===== src/cpu_alu_with_flags_assert.svh =====
// Assertion macros used by the top module of the ALU block.
// Each macro expands to one labeled concurrent assertion that is
// clocked on the rising edge and switched off while reset is high.
`ifndef CPU_ALU_WITH_FLAGS_ASSERT_SVH
`define CPU_ALU_WITH_FLAGS_ASSERT_SVH

// Same-cycle implication: the consequent must hold in the cycle of the antecedent.
`define CAWF_ASSERT_IMP(label, clk, rst, ante, cons, msg) \
   label: assert property (@(posedge clk) disable iff (rst) (ante) |-> (cons)) \
      else $error(msg);

// Next-cycle implication: the consequent must hold in the cycle after the antecedent.
`define CAWF_ASSERT_NXT(label, clk, rst, ante, cons, msg) \
   label: assert property (@(posedge clk) disable iff (rst) (ante) |=> (cons)) \
      else $error(msg);

`endif


===== src/cawf_pkg.sv =====
package cawf_pkg;

   // Field widths of the request and response items.
   localparam int ActionWidth = 5;
   localparam int DataWidth   = 16;
   localparam int FlagWidth   = 8;

   // Operation codes. Codes above ACT_WDEC are unused.
   typedef enum logic [ActionWidth-1:0] {
      ACT_ADD  = 5'd0,
      ACT_ADC  = 5'd1,
      ACT_SUB  = 5'd2,
      ACT_SBC  = 5'd3,
      ACT_AND  = 5'd4,
      ACT_OR   = 5'd5,
      ACT_XOR  = 5'd6,
      ACT_INC  = 5'd7,
      ACT_DEC  = 5'd8,
      ACT_RLC  = 5'd9,
      ACT_RLA  = 5'd10,
      ACT_RRC  = 5'd11,
      ACT_RRA  = 5'd12,
      ACT_SLA  = 5'd13,
      ACT_SRA  = 5'd14,
      ACT_SRL  = 5'd15,
      ACT_WADD = 5'd16,
      ACT_WADC = 5'd17,
      ACT_WSBC = 5'd18,
      ACT_WINC = 5'd19,
      ACT_WDEC = 5'd20
   } action_type;

   // One request item.
   typedef struct packed {
      logic [ActionWidth-1:0] action;
      logic [DataWidth-1:0]   operand_a;
      logic [DataWidth-1:0]   operand_b;
      logic [FlagWidth-1:0]   flags_in;
   } req_payload_type;

   // One response item.
   typedef struct packed {
      logic [DataWidth-1:0] result;
      logic [FlagWidth-1:0] flags_out;
   } rsp_payload_type;

endpackage


===== src/cawf_req_if.sv =====
interface cawf_req_if;
   logic                             valid;
   logic                             ready;
   logic [cawf_pkg::ActionWidth-1:0] action;
   logic [cawf_pkg::DataWidth-1:0]   operand_a;
   logic [cawf_pkg::DataWidth-1:0]   operand_b;
   logic [cawf_pkg::FlagWidth-1:0]   flags_in;

   modport source (output valid, output action, output operand_a, output operand_b,
                   output flags_in, input ready);
   modport sink (input valid, input action, input operand_a, input operand_b,
                 input flags_in, output ready);
endinterface


===== src/cawf_rsp_if.sv =====
interface cawf_rsp_if;
   logic                           valid;
   logic                           ready;
   logic [cawf_pkg::DataWidth-1:0] result;
   logic [cawf_pkg::FlagWidth-1:0] flags_out;

   modport source (output valid, output result, output flags_out, input ready);
   modport sink (input valid, input result, input flags_out, output ready);
endinterface


===== src/cpu_alu_with_flags.sv =====
// Eight- and sixteen-bit ALU with a flag byte.
// The request channel req_if carries an operation code, two operands and
// the current flag byte; the response channel rsp_if returns the result
// and the updated flag byte, one response for every request, in order.
// Both channels use a valid/ready handshake; a transfer happens on a
// rising clock edge where valid and ready are both high.
// A request transfer is captured in the input register, the ALU logic
// between the input and output registers computes the response, and the
// response is shown on rsp_if once it is loaded into the output register.
// Throughput is one operation per cycle while rsp_if.ready is high, set by the
// single pass through the ALU logic; the input register advances whenever the
// output register is empty or is being drained in the same cycle.
// When the receiver holds rsp_if.ready low, the output register keeps its
// response and the input register fills; req_if.ready then drops until the
// response is taken. The block has no configuration and no stored state
// beyond the two pipeline registers.
// A synchronous reset empties both registers.
module cpu_alu_with_flags (
   input logic        clock,
   input logic        reset,
   cawf_req_if.sink   req_if,
   cawf_rsp_if.source rsp_if
);
   import cawf_pkg::*;

`include "cpu_alu_with_flags_assert.svh"

   logic            s1_valid_ff;
   logic            s1_valid_in;
   req_payload_type s1_payload_ff;
   req_payload_type req_payload;
   logic            out_valid_ff;
   logic            out_valid_in;
   rsp_payload_type out_payload_ff;
   rsp_payload_type alu_rsp;
   logic            out_free;
   logic            s1_free;
   logic            req_transfer;

   // Handshake and occupancy of the two pipeline stages.
   assign out_free     = !out_valid_ff || rsp_if.ready;
   assign s1_free      = !s1_valid_ff || out_free;
   assign req_transfer = req_if.valid && s1_free;
   assign req_if.ready = s1_free;

   assign s1_valid_in  = req_transfer || (s1_valid_ff && !out_free);
   assign out_valid_in = out_free ? s1_valid_ff : out_valid_ff;

   assign req_payload.action    = req_if.action;
   assign req_payload.operand_a = req_if.operand_a;
   assign req_payload.operand_b = req_if.operand_b;
   assign req_payload.flags_in  = req_if.flags_in;

   // Result and flag logic between the input and output registers.
   cawf_alu u_alu (
      .req_payload (s1_payload_ff),
      .rsp_payload (alu_rsp)
   );

   // Valid bits of both stages.
   always_ff @(posedge clock) begin
      if (reset) begin
         s1_valid_ff  <= 1'b0;
         out_valid_ff <= 1'b0;
      end else begin
         s1_valid_ff  <= s1_valid_in;
         out_valid_ff <= out_valid_in;
      end
   end

   // Payload registers load only when their stage advances.
   always_ff @(posedge clock) begin
      if (req_transfer) begin
         s1_payload_ff <= req_payload;
      end
      if (out_free && s1_valid_ff) begin
         out_payload_ff <= alu_rsp;
      end
   end

   assign rsp_if.valid     = out_valid_ff;
   assign rsp_if.result    = out_payload_ff.result;
   assign rsp_if.flags_out = out_payload_ff.flags_out;

   // A computed item moves into the output register when that register is free.
   `CAWF_ASSERT_NXT(a_stage_advance, clock, reset, s1_valid_ff && out_free, out_valid_ff, "input stage item was not moved to the output register")

   // A blocked input stage keeps its item.
   `CAWF_ASSERT_NXT(a_stage_hold, clock, reset, s1_valid_ff && !out_free, s1_valid_ff && $stable(s1_payload_ff), "blocked input stage lost or changed its item")

   // Eight-bit operations leave the high byte of the result clear.
   `CAWF_ASSERT_IMP(a_byte_result, clock, reset, s1_valid_ff && (s1_payload_ff.action <= ACT_SRL), alu_rsp.result[15:8] == 8'd0, "eight-bit operation produced a nonzero high byte")

   // Unused operation codes give zero and pass the flags through.
   `CAWF_ASSERT_IMP(a_unused_code, clock, reset, s1_valid_ff && (s1_payload_ff.action > ACT_WDEC), (alu_rsp.result == 16'd0) && (alu_rsp.flags_out == s1_payload_ff.flags_in), "unused operation code changed result or flags")

endmodule


===== src/cawf_alu.sv =====
module cawf_alu (
   input  cawf_pkg::req_payload_type req_payload,
   output cawf_pkg::rsp_payload_type rsp_payload
);
   import cawf_pkg::*;

   // Flag bit positions in the flag byte.
   localparam int FlagS  = 7;
   localparam int FlagZ  = 6;
   localparam int FlagH  = 4;
   localparam int FlagPv = 2;
   localparam int FlagC  = 0;

   // Flags written by each group of operations.
   localparam logic [FlagWidth-1:0] MaskArith  = 8'hD5;
   localparam logic [FlagWidth-1:0] MaskRotate = 8'h13;
   localparam logic [FlagWidth-1:0] MaskShift  = 8'hFF;
   localparam logic [FlagWidth-1:0] MaskWadd   = 8'h13;
   localparam logic [FlagWidth-1:0] MaskWide   = 8'hD7;

   logic [7:0]           a;
   logic [7:0]           b;
   logic [DataWidth-1:0] wa;
   logic [DataWidth-1:0] wb;
   logic                 c;
   logic                 c_adc;
   logic                 c_sbc;
   logic                 c_wadc;
   logic [8:0]           sum8;
   logic [4:0]           hsum8;
   logic [8:0]           dif8;
   logic [4:0]           hdif8;
   logic [7:0]           inc8;
   logic [7:0]           dec8;
   logic [16:0]          sum16;
   logic [12:0]          hsum16;
   logic [16:0]          dif16;
   logic [12:0]          hdif16;
   logic [DataWidth-1:0] res;
   logic [FlagWidth-1:0] fval;
   logic [FlagWidth-1:0] fmask;

   assign a  = req_payload.operand_a[7:0];
   assign b  = req_payload.operand_b[7:0];
   assign wa = req_payload.operand_a;
   assign wb = req_payload.operand_b;
   assign c  = req_payload.flags_in[FlagC];

   // The carry flag feeds the adders only for the with-carry operations; the 16-bit subtract always takes it.
   assign c_adc  = c & (req_payload.action == ACT_ADC);
   assign c_sbc  = c & (req_payload.action == ACT_SBC);
   assign c_wadc = c & (req_payload.action == ACT_WADC);

   // Eight-bit adders; the top bit of each sum and difference is the carry or borrow out.
   assign sum8  = {1'b0, a} + {1'b0, b} + {8'd0, c_adc};
   assign hsum8 = {1'b0, a[3:0]} + {1'b0, b[3:0]} + {4'd0, c_adc};
   assign dif8  = {1'b0, a} - {1'b0, b} - {8'd0, c_sbc};
   assign hdif8 = {1'b0, a[3:0]} - {1'b0, b[3:0]} - {4'd0, c_sbc};
   assign inc8  = a + 8'd1;
   assign dec8  = a - 8'd1;

   // Sixteen-bit adders; the half carry comes out of bit 11.
   assign sum16  = {1'b0, wa} + {1'b0, wb} + {16'd0, c_wadc};
   assign hsum16 = {1'b0, wa[11:0]} + {1'b0, wb[11:0]} + {12'd0, c_wadc};
   assign dif16  = {1'b0, wa} - {1'b0, wb} - {16'd0, c};
   assign hdif16 = {1'b0, wa[11:0]} - {1'b0, wb[11:0]} - {12'd0, c};

   // Select the result, the new flag values and the mask of flags written.
   always_comb begin
      res   = '0;
      fval  = '0;
      fmask = '0;
      case (req_payload.action)
         ACT_ADD, ACT_ADC: begin
            res          = {8'd0, sum8[7:0]};
            fval[FlagC]  = sum8[8];
            fval[FlagH]  = hsum8[4];
            fval[FlagPv] = ~(a[7] ^ b[7]) & (a[7] ^ sum8[7]);
            fval[FlagS]  = sum8[7];
            fval[FlagZ]  = (sum8[7:0] == 8'd0);
            fmask        = MaskArith;
         end
         ACT_SUB, ACT_SBC: begin
            res          = {8'd0, dif8[7:0]};
            fval[FlagC]  = dif8[8];
            fval[FlagH]  = hdif8[4];
            fval[FlagPv] = (a[7] ^ b[7]) & (a[7] ^ dif8[7]);
            fval[FlagS]  = dif8[7];
            fval[FlagZ]  = (dif8[7:0] == 8'd0);
            fmask        = MaskArith;
         end
         ACT_AND, ACT_OR, ACT_XOR: begin
            if (req_payload.action == ACT_AND) begin
               res = {8'd0, a & b};
            end else if (req_payload.action == ACT_OR) begin
               res = {8'd0, a | b};
            end else begin
               res = {8'd0, a ^ b};
            end
            fval[FlagS] = res[7];
            fval[FlagZ] = (res[7:0] == 8'd0);
            fmask       = MaskArith;
         end
         ACT_INC: begin
            res          = {8'd0, inc8};
            fval[FlagC]  = c;
            fval[FlagH]  = (inc8[3:0] == 4'd0);
            fval[FlagPv] = (inc8 == 8'h80);
            fval[FlagS]  = inc8[7];
            fval[FlagZ]  = (inc8 == 8'd0);
            fmask        = MaskArith;
         end
         ACT_DEC: begin
            res          = {8'd0, dec8};
            fval[FlagC]  = c;
            fval[FlagH]  = (a[3:0] == 4'd0);
            fval[FlagPv] = (dec8 == 8'h7F);
            fval[FlagS]  = dec8[7];
            fval[FlagZ]  = (dec8 == 8'd0);
            fmask        = MaskArith;
         end
         ACT_RLC: begin
            res         = {8'd0, a[6:0], a[7]};
            fval[FlagC] = a[7];
            fmask       = MaskRotate;
         end
         ACT_RLA: begin
            res         = {8'd0, a[6:0], c};
            fval[FlagC] = a[7];
            fmask       = MaskRotate;
         end
         ACT_RRC: begin
            res         = {8'd0, a[0], a[7:1]};
            fval[FlagC] = a[0];
            fmask       = MaskRotate;
         end
         ACT_RRA: begin
            res         = {8'd0, c, a[7:1]};
            fval[FlagC] = a[0];
            fmask       = MaskRotate;
         end
         ACT_SLA, ACT_SRA, ACT_SRL: begin
            if (req_payload.action == ACT_SLA) begin
               res         = {8'd0, a[6:0], 1'b0};
               fval[FlagC] = a[7];
            end else if (req_payload.action == ACT_SRA) begin
               res         = {8'd0, a[7], a[7:1]};
               fval[FlagC] = a[0];
            end else begin
               res         = {8'd0, 1'b0, a[7:1]};
               fval[FlagC] = a[0];
            end
            // Shifts rewrite the whole byte; parity flag means even parity.
            fval[FlagS]  = res[7];
            fval[FlagZ]  = (res[7:0] == 8'd0);
            fval[FlagPv] = ~^res[7:0];
            fmask        = MaskShift;
         end
         ACT_WADD: begin
            res         = sum16[15:0];
            fval[FlagC] = sum16[16];
            fval[FlagH] = hsum16[12];
            fmask       = MaskWadd;
         end
         ACT_WADC: begin
            res          = sum16[15:0];
            fval[FlagC]  = sum16[16];
            fval[FlagH]  = hsum16[12];
            fval[FlagPv] = ~(wa[15] ^ wb[15]) & (wa[15] ^ sum16[15]);
            fval[FlagS]  = sum16[15];
            fval[FlagZ]  = (sum16[15:0] == 16'd0);
            fmask        = MaskWide;
         end
         ACT_WSBC: begin
            res          = dif16[15:0];
            fval[FlagC]  = dif16[16];
            fval[FlagH]  = hdif16[12];
            fval[FlagPv] = (wa[15] ^ wb[15]) & (wa[15] ^ dif16[15]);
            fval[FlagS]  = dif16[15];
            fval[FlagZ]  = (dif16[15:0] == 16'd0);
            fmask        = MaskWide;
         end
         ACT_WINC: begin
            res = wa + 16'd1;
         end
         ACT_WDEC: begin
            res = wa - 16'd1;
         end
         default: begin
            res   = '0;
            fmask = '0;
         end
      endcase
   end

   // Flags outside the mask pass through unchanged.
   assign rsp_payload.result    = res;
   assign rsp_payload.flags_out = (req_payload.flags_in & ~fmask) | (fval & fmask);

endmodule


===== src/flat_wrapper.sv =====
// flat-port wrapper written by rule: the top's interface ports become plain ports
module cpu_alu_with_flags_flat import cawf_pkg::*;
  (clock, reset, req_if_valid, req_if_action, req_if_operand_a, req_if_operand_b, req_if_flags_in, req_if_ready, rsp_if_valid, rsp_if_result, rsp_if_flags_out, rsp_if_ready);
  cawf_req_if req_if_i ();
  cawf_rsp_if rsp_if_i ();
  input logic clock;
  input logic reset;
  input wire logic [$bits(req_if_i.valid)-1:0] req_if_valid;
  input wire logic [$bits(req_if_i.action)-1:0] req_if_action;
  input wire logic [$bits(req_if_i.operand_a)-1:0] req_if_operand_a;
  input wire logic [$bits(req_if_i.operand_b)-1:0] req_if_operand_b;
  input wire logic [$bits(req_if_i.flags_in)-1:0] req_if_flags_in;
  output wire logic [$bits(req_if_i.ready)-1:0] req_if_ready;
  output wire logic [$bits(rsp_if_i.valid)-1:0] rsp_if_valid;
  output wire logic [$bits(rsp_if_i.result)-1:0] rsp_if_result;
  output wire logic [$bits(rsp_if_i.flags_out)-1:0] rsp_if_flags_out;
  input wire logic [$bits(rsp_if_i.ready)-1:0] rsp_if_ready;
  assign req_if_i.valid = req_if_valid;
  assign req_if_i.action = req_if_action;
  assign req_if_i.operand_a = req_if_operand_a;
  assign req_if_i.operand_b = req_if_operand_b;
  assign req_if_i.flags_in = req_if_flags_in;
  assign req_if_ready = req_if_i.ready;
  assign rsp_if_valid = rsp_if_i.valid;
  assign rsp_if_result = rsp_if_i.result;
  assign rsp_if_flags_out = rsp_if_i.flags_out;
  assign rsp_if_i.ready = rsp_if_ready;
  cpu_alu_with_flags u_core (.clock(clock), .reset(reset), .req_if(req_if_i), .rsp_if(rsp_if_i));
endmodule

===== config.mk =====
export PLATFORM = sky130hd
export DESIGN_NAME = cpu_alu_with_flags_flat
export DESIGN_NICKNAME = d
export VERILOG_FILES = /design/src/cawf_pkg.sv /design/src/cawf_req_if.sv /design/src/cawf_rsp_if.sv /design/src/cpu_alu_with_flags.sv /design/src/cawf_alu.sv /design/src/flat_wrapper.sv
export VERILOG_INCLUDE_DIRS = /design/src /design/src/src
export SDC_FILE = /design/constraint.sdc
export NUM_CORES = 1
export LEC_CHECK = 0
export ABC_AREA = 0
export BUFFER_PORTS_ARGS = -buffer_cell sky130_fd_sc_hd__buf_2
export CAP_MARGIN = 20
export CORE_UTILIZATION = 62
export CTS_BUF_LIST = sky130_fd_sc_hd__clkbuf_8
export DETAILED_ROUTE_END_ITERATION = 16
export GPL_TIMING_DRIVEN = 0
export PLACE_DENSITY = 0.83
export REMOVE_ABC_BUFFERS = 1
export SYNTH_ARGS = -nofsm -noshare
export SYNTH_HDL_FRONTEND = slang
export SYNTH_SLANG_ARGS = --single-unit

===== constraint.sdc =====
create_clock -name clock -period 5.8 [get_ports clock]
set_clock_uncertainty 0.05 [all_clocks]
set_input_delay 1.16 -clock clock [delete_from_list [all_inputs] [get_ports clock]]
set_output_delay 1.16 -clock clock [all_outputs]
set_load 0.05 [all_outputs]

==> flow_summary.ini, run 1 <==
[clocking]
path_clk_slew_ns = 0.08
clock_sinks = 71
ctsResizeCount = 0
cts_tree = yes
root_buffer = clkbuf_8
clockBufferDepth = 2
worstSkewPairLatency_ns = 0.39
numCtsBuffers = 9
hold_buffers = 0
post_cts_buffers = 0
htree_levels = 3

[critical_path]
crit_fanout = 25
cp.required_ns = 6.00
critical_path.cell_chain = nor4b_2 > buf_4 > nand3_1 > fa_1 > fa_1 > nor2b_1 > and2_4 > o41ai_2 > o31ai_1 > xnor2_1 > nand2b_1 > or4_1 > o31a_1 > o21ai_2
critPathKind = reg -> reg
r2r_slack_ns = 0.66
critPathLaunchType = flop
rr_startpoint = u_core.s1_payload_ff[44]
cp-end-kind = flop
r2r_end = u_core.rsp_if.flags_out[6]
cp_top_family = simple AND/OR/NAND/NOR gates
cp_common_cell = fa_1
max_stage_delay_ns = 0.86
slowest_stage = edfxtp_1
path_buf_inv = 1
rr_worst_depth = 14
critPathArrivalTime_ns = 5.33

[placed_design]
place_ws_ns = 0.770
finalWeightedCongestion = 1.01
hpwlAfterDp_um = 17400
portBuffers = 74
placed_area_sq_um = 7790

[power]
p_leak_nw = 3.22
finalPower_mw = 1.71
ir_drop_mv = 0.192
power.density_nw_per_um2 = 213

[synth]
synth_warnings = 0
synth_adder_area_share_pct = 16.1
async_flop_share_pct = 0
avgSynthCellArea_sq_um = 8.98
synthesis.area_sq_um = 7320
synth_cells = 815
synth_area_leaders = edfxtp_1, ha_1, xnor2_1, a21oi_1, nor2_1
synth_top_area_share_pct = 28.3
synthFlopType = edfxtp_1
synthSimpleGateAreaFrac_pct = 18.1
ys_ff_latch = 71
synth_top_area_cell = edfxtp_1
synth_compound_area_share_pct = 21.2
synth_top_family_by_area = compound AO/OA/AOI/OAI gates
synth_xor_xnor_area_share_pct = 8.86
synth_seq_area_share_pct = 28.9
synth-edff-count = 69
synth_mux_area_share_pct = 1.66
netlist-cell-type-count = 81

[global_route]
antenna_found_initial = 0
track_usage_pct = 37.2
grt_pass1_wl_um = 34900
grt_max_degree = 32
gr-total-overflow = 0
grt_pass1_vias = 6448

[timing]
hold_viol_final = 0
relSlewSlack_pct = 27.0
final.setup.worst_slack_ns = 0.664
max_freq_mhz = 195
worst_pin_slew_ns = 1.10
final_max_slew_viol_count = 0
fin_crit_ns = 5.14
period_share_pct = 88.6
rsz0062_at_grt = false
setup_viol_count_final = 0

[finish]
final_common_cell = ha_1
final_core_util_pct = 70.0
area_growth_syn_to_layout_pct = 9.66
drive_gt1_share_pct = 14.3
antenna_cells = 0
design_area_sq_um = 8020
mostFrequentLayoutCells = ha_1, buf_2, edfxtp_1, nor2_1, nand2_1
final_nets = 1006

[floorplan]
start_util_pct = 63.8
die_h_um = 111
die_area_sq_um = 12200
rows = 39
io_pins = 75
die_w_um = 111
coreArea_sq_um = 11500

[routing]
finalWirelength_um = 22500
drt_iter0_drc = 721
vias = 6760
ant_nets = 0
route.detailed.drc = 0
wire_per_inst_um = 22.1
vias_per_cell = 6.65
detail_route.first_pass.iterations = 5

[status]
status = completed

[min_path]
holdCritPathClass = reg -> reg
hp-start = u_core.s1_valid_ff
worstHoldPathCells = 2
holdPathEnd = u_core.rsp_if.valid

[flow_run]
maxCapViolCount = 0
-- worst max path at each step --
stage          cells after the start                     start                         end
3_5_place_dp                      14  u_core.s1_payload_ff[41]  u_core.rsp_if.flags_out[6]
5_1_grt                           14  u_core.s1_payload_ff[44]  u_core.rsp_if.flags_out[6]
6_report                          14  u_core.s1_payload_ff[44]  u_core.rsp_if.flags_out[6]
3_3_place_gp                      13  u_core.s1_payload_ff[41]  u_core.rsp_if.flags_out[6]
2_1_floorplan                     13  u_core.s1_payload_ff[41]  u_core.rsp_if.flags_out[6]
4_1_cts                           14  u_core.s1_payload_ff[41]  u_core.rsp_if.flags_out[6]
-- Yosys cell counts (all sizes together), types with 11 or more instances --
cell / instances
xor2: 19
nand4: 11
nand2: 56
a21o: 13
a21oi: 54
nand3: 27
nor2: 68
inv: 53
clkbuf: 21
xnor2: 55
mux2i: 11
a211oi: 12
nor3: 19
o22ai: 11
a221oi: 13
edfxtp: 69
nor2b: 14
buf: 17
ha: 80
o21ai: 45
nand2b: 12
-- tightest hold or removal path, cell delays in order, from the launching register on --
cell and delay, ns:
dfxtp_1 0.34, nor2_1 0.10, nor2_1 0.04
-- cell families (layout without fill, tap and decap cells) --
kind of cell / after synthesis / in the layout
DFF: 71 / 71
muxes: 12 / 12
adders and majority gates: 89 / 89
xor gates and xnor gates: 74 / 74
and+or+nand+nor: 257 / 257
AOI/OAI and AO/OA: 219 / 219
buffers and inverters: 93 / 151
-- final cells by class --
class	instances	area (sq um)
clock buffer	11	151
clock inverter	5	50.0
fill	901	3440
inverter	55	206
multi-input combinational	651	4840
sequential	71	2110
tap	143	179
timing repair buffer	80	487
-- power breakdown --
group          switching (mW)  internal [mW]
clock network           0.200          0.218
registers              0.0415          0.602
logic                   0.406          0.242
-- metal layers --
layer | track usage, % | routed length (um)
met1 | 51.0 | 9510
met2 | 56.9 | 10000
met3 | 7.30 | 2210
met4 | 17.0 | 731
met5 | 0 | 0
-- metrics by stage --
| stage | hold slack [ns] | TNS, ns | std cells |
|---|---|---|---|
| after floorplan | 0.428 | 0 | 777 |
| after global placement | 0.437 | -1.50 | 994 |
| after detailed placement | 0.461 | 0 | 999 |
| after CTS | 0.472 | 0 | 1015 |
| after global routing | 0.508 | 0 | 1016 |
| final | 0.471 | 0 | 1016 |
-- state kept, by name (all words and copies together), names as in the netlist --
name                     cells
u_core.s1_payload_ff        45
u_core.rsp_if.valid          1
u_core.s1_valid_ff           1
u_core.rsp_if.result        16
u_core.rsp_if.flags_out      8
No activity file was read; power rests on OpenSTA's default activity.
==> run 2: changes to the inputs <==
--- a/config.mk
+++ b/config.mk
@@ -9,10 +9,10 @@
 export ABC_AREA = 0
 export BUFFER_PORTS_ARGS = -buffer_cell sky130_fd_sc_hd__buf_2
 export CAP_MARGIN = 20
+export CORE_MARGIN = 2
 export CORE_UTILIZATION = 62
 export CTS_BUF_LIST = sky130_fd_sc_hd__clkbuf_8
 export DETAILED_ROUTE_END_ITERATION = 16
-export GPL_TIMING_DRIVEN = 0
 export PLACE_DENSITY = 0.83
 export REMOVE_ABC_BUFFERS = 1
 export SYNTH_ARGS = -nofsm -noshare
==> flow_summary.ini, run 2 (synthesized netlist as in run 1, its figures left out) <==
[finish]
design_area_sq_um = 7960
antenna_cells = 0
mostFrequentLayoutCells = ha_1, buf_2, edfxtp_1, nor2_1, nand2_1
final_core_util_pct = 69.4
ff_latch_area_sq_um = 2110
multiInputGateArea_sq_um = 4830
largest_register_ffs = 45
fin_cells = 1021
drive_gt1_share_pct = 14.7
fillers = 894
final_nets = 1012
final_common_cell = ha_1
area_growth_syn_to_layout_pct = 8.86
top_register = u_core.s1_payload_ff

[global_route]
track_usage_pct = 36.6
gr-total-overflow = 0
grt_max_degree = 46
grt_pass1_vias = 6535
grt_pass1_wl_um = 35600
antenna_found_initial = 0

[clocking]
post_cts_buffers = 0
htree_levels = 3
ctsResizeCount = 0
clockBufferDepth = 2
root_buffer = clkbuf_8
worstSkewPairLatency_ns = 0.39
path_clk_slew_ns = 0.07
cts_tree = yes
hold_buffers = 0
numCtsBuffers = 9
clock_sinks = 71

[power]
switching_power_uw = 646
intPower_uw = 990
swShare_pct = 39.5
ir_drop_mv = 0.245
p_leak_nw = 3.20
power.density_nw_per_um2 = 205
finalPower_mw = 1.64
pwr-share-comb_pct = 40.1
power_frac_clock_pct = 20.8
power_frac_seq_pct = 39.1

[flow_run]
maxCapViolCount = 0

[timing]
period_share_pct = 81.4
max_freq_mhz = 212
worst_pin_slew_ns = 0.937
final.setup.worst_slack_ns = 1.08
whs_ns = 0.488
rsz0062_at_grt = false
fin_setup_tns_ns = 0
relSlewSlack_pct = 37.5
final_max_slew_viol_count = 0
setup_viol_count_final = 0
fin_crit_ns = 4.72
hold_viol_final = 0

[status]
status = completed

[critical_path]
critPathKind = reg -> reg
critPathLaunchType = flop
crit_fanout = 19
cp.required_ns = 5.88
critPathArrivalTime_ns = 4.80
cp-end-kind = flop

[placed_design]
place_ws_ns = 1.22
placedCellCount = 1005
hpwlAfterDp_um = 17400
finalWeightedCongestion = 1.06
placed_area_sq_um = 7780
portBuffers = 74

[routing]
vias = 6918
ant_nets = 0
finalWirelength_um = 23100
route.detailed.drc = 0
drt_iter0_drc = 889
wire_per_inst_um = 22.6
detail_route.first_pass.iterations = 6
vias_per_cell = 6.78

[floorplan]
coreArea_sq_um = 11500
die_w_um = 113
start_util_pct = 63.8
io_pins = 75
die_area_sq_um = 12700
rows = 39
die_h_um = 113

[min_path]
holdCritPathClass = reg -> reg
## run 2: changes by cell type in the layout (fill, tap and decap cells not counted), moves of 2 or more
cell,delta
clkbuf_8,-2
clkinv_2,+2
buf_16,-2
buf_4,+10
## run 2: layout make-up
class	instances	area share [%]
well taps	143	2.25
multi-input cells	651	60.7
clock buffers	9	1.56
flip-flops and latches	71	26.5
inverters	55	2.59
clock inverters	6	0.377
repair buffers	86	6.03
## run 2: path summary, 6_finish.rpt
path	start	end	slack (ns)	cells after the start
worst min-delay path	u_core.s1_payload_ff[3]	u_core.rsp_if.flags_out[3]	0.49	1
worst max-delay path	u_core.s1_payload_ff[40]	u_core.rsp_if.result[15]	1.08	12
worst min register to register	u_core.s1_payload_ff[3]	u_core.rsp_if.flags_out[3]	0.49	1
worst max register to register	u_core.s1_payload_ff[40]	u_core.rsp_if.result[15]	1.08	12
## run 2: power by group through the flow
stage	clock, mW	combinational, mW	sequential (mW)
after detailed placement	0	0.630	0.649
after CTS	0.344	0.634	0.638
after global routing	0.364	0.705	0.642
after global placement	0	0.619	0.647
after floorplan	0	0.421	0.683
final	0.341	0.656	0.639
## run 2: worst max-delay path, cell delays in order (launching register included)
cell and delay (ns):
edfxtp_1 0.70, nor2_1 0.56, and3_1 0.87, ha_1 0.38, a21o_1 0.15, a21oi_1 0.21, a2bb2oi_1 0.38, a311oi_1 0.20
o31ai_1 0.49, o21a_1 0.24, xnor2_1 0.08, nand2_1 0.07, nand3_1 0.07
## run 2: layer usage
layer	GRT usage (%)	vias up	share of wire [%]
met5	0	-	0
met4	14.0	0	3.4
met3	10.3	75	12
met2	55.4	456	44
met1	49.9	3259	40
li1	-	3128	-
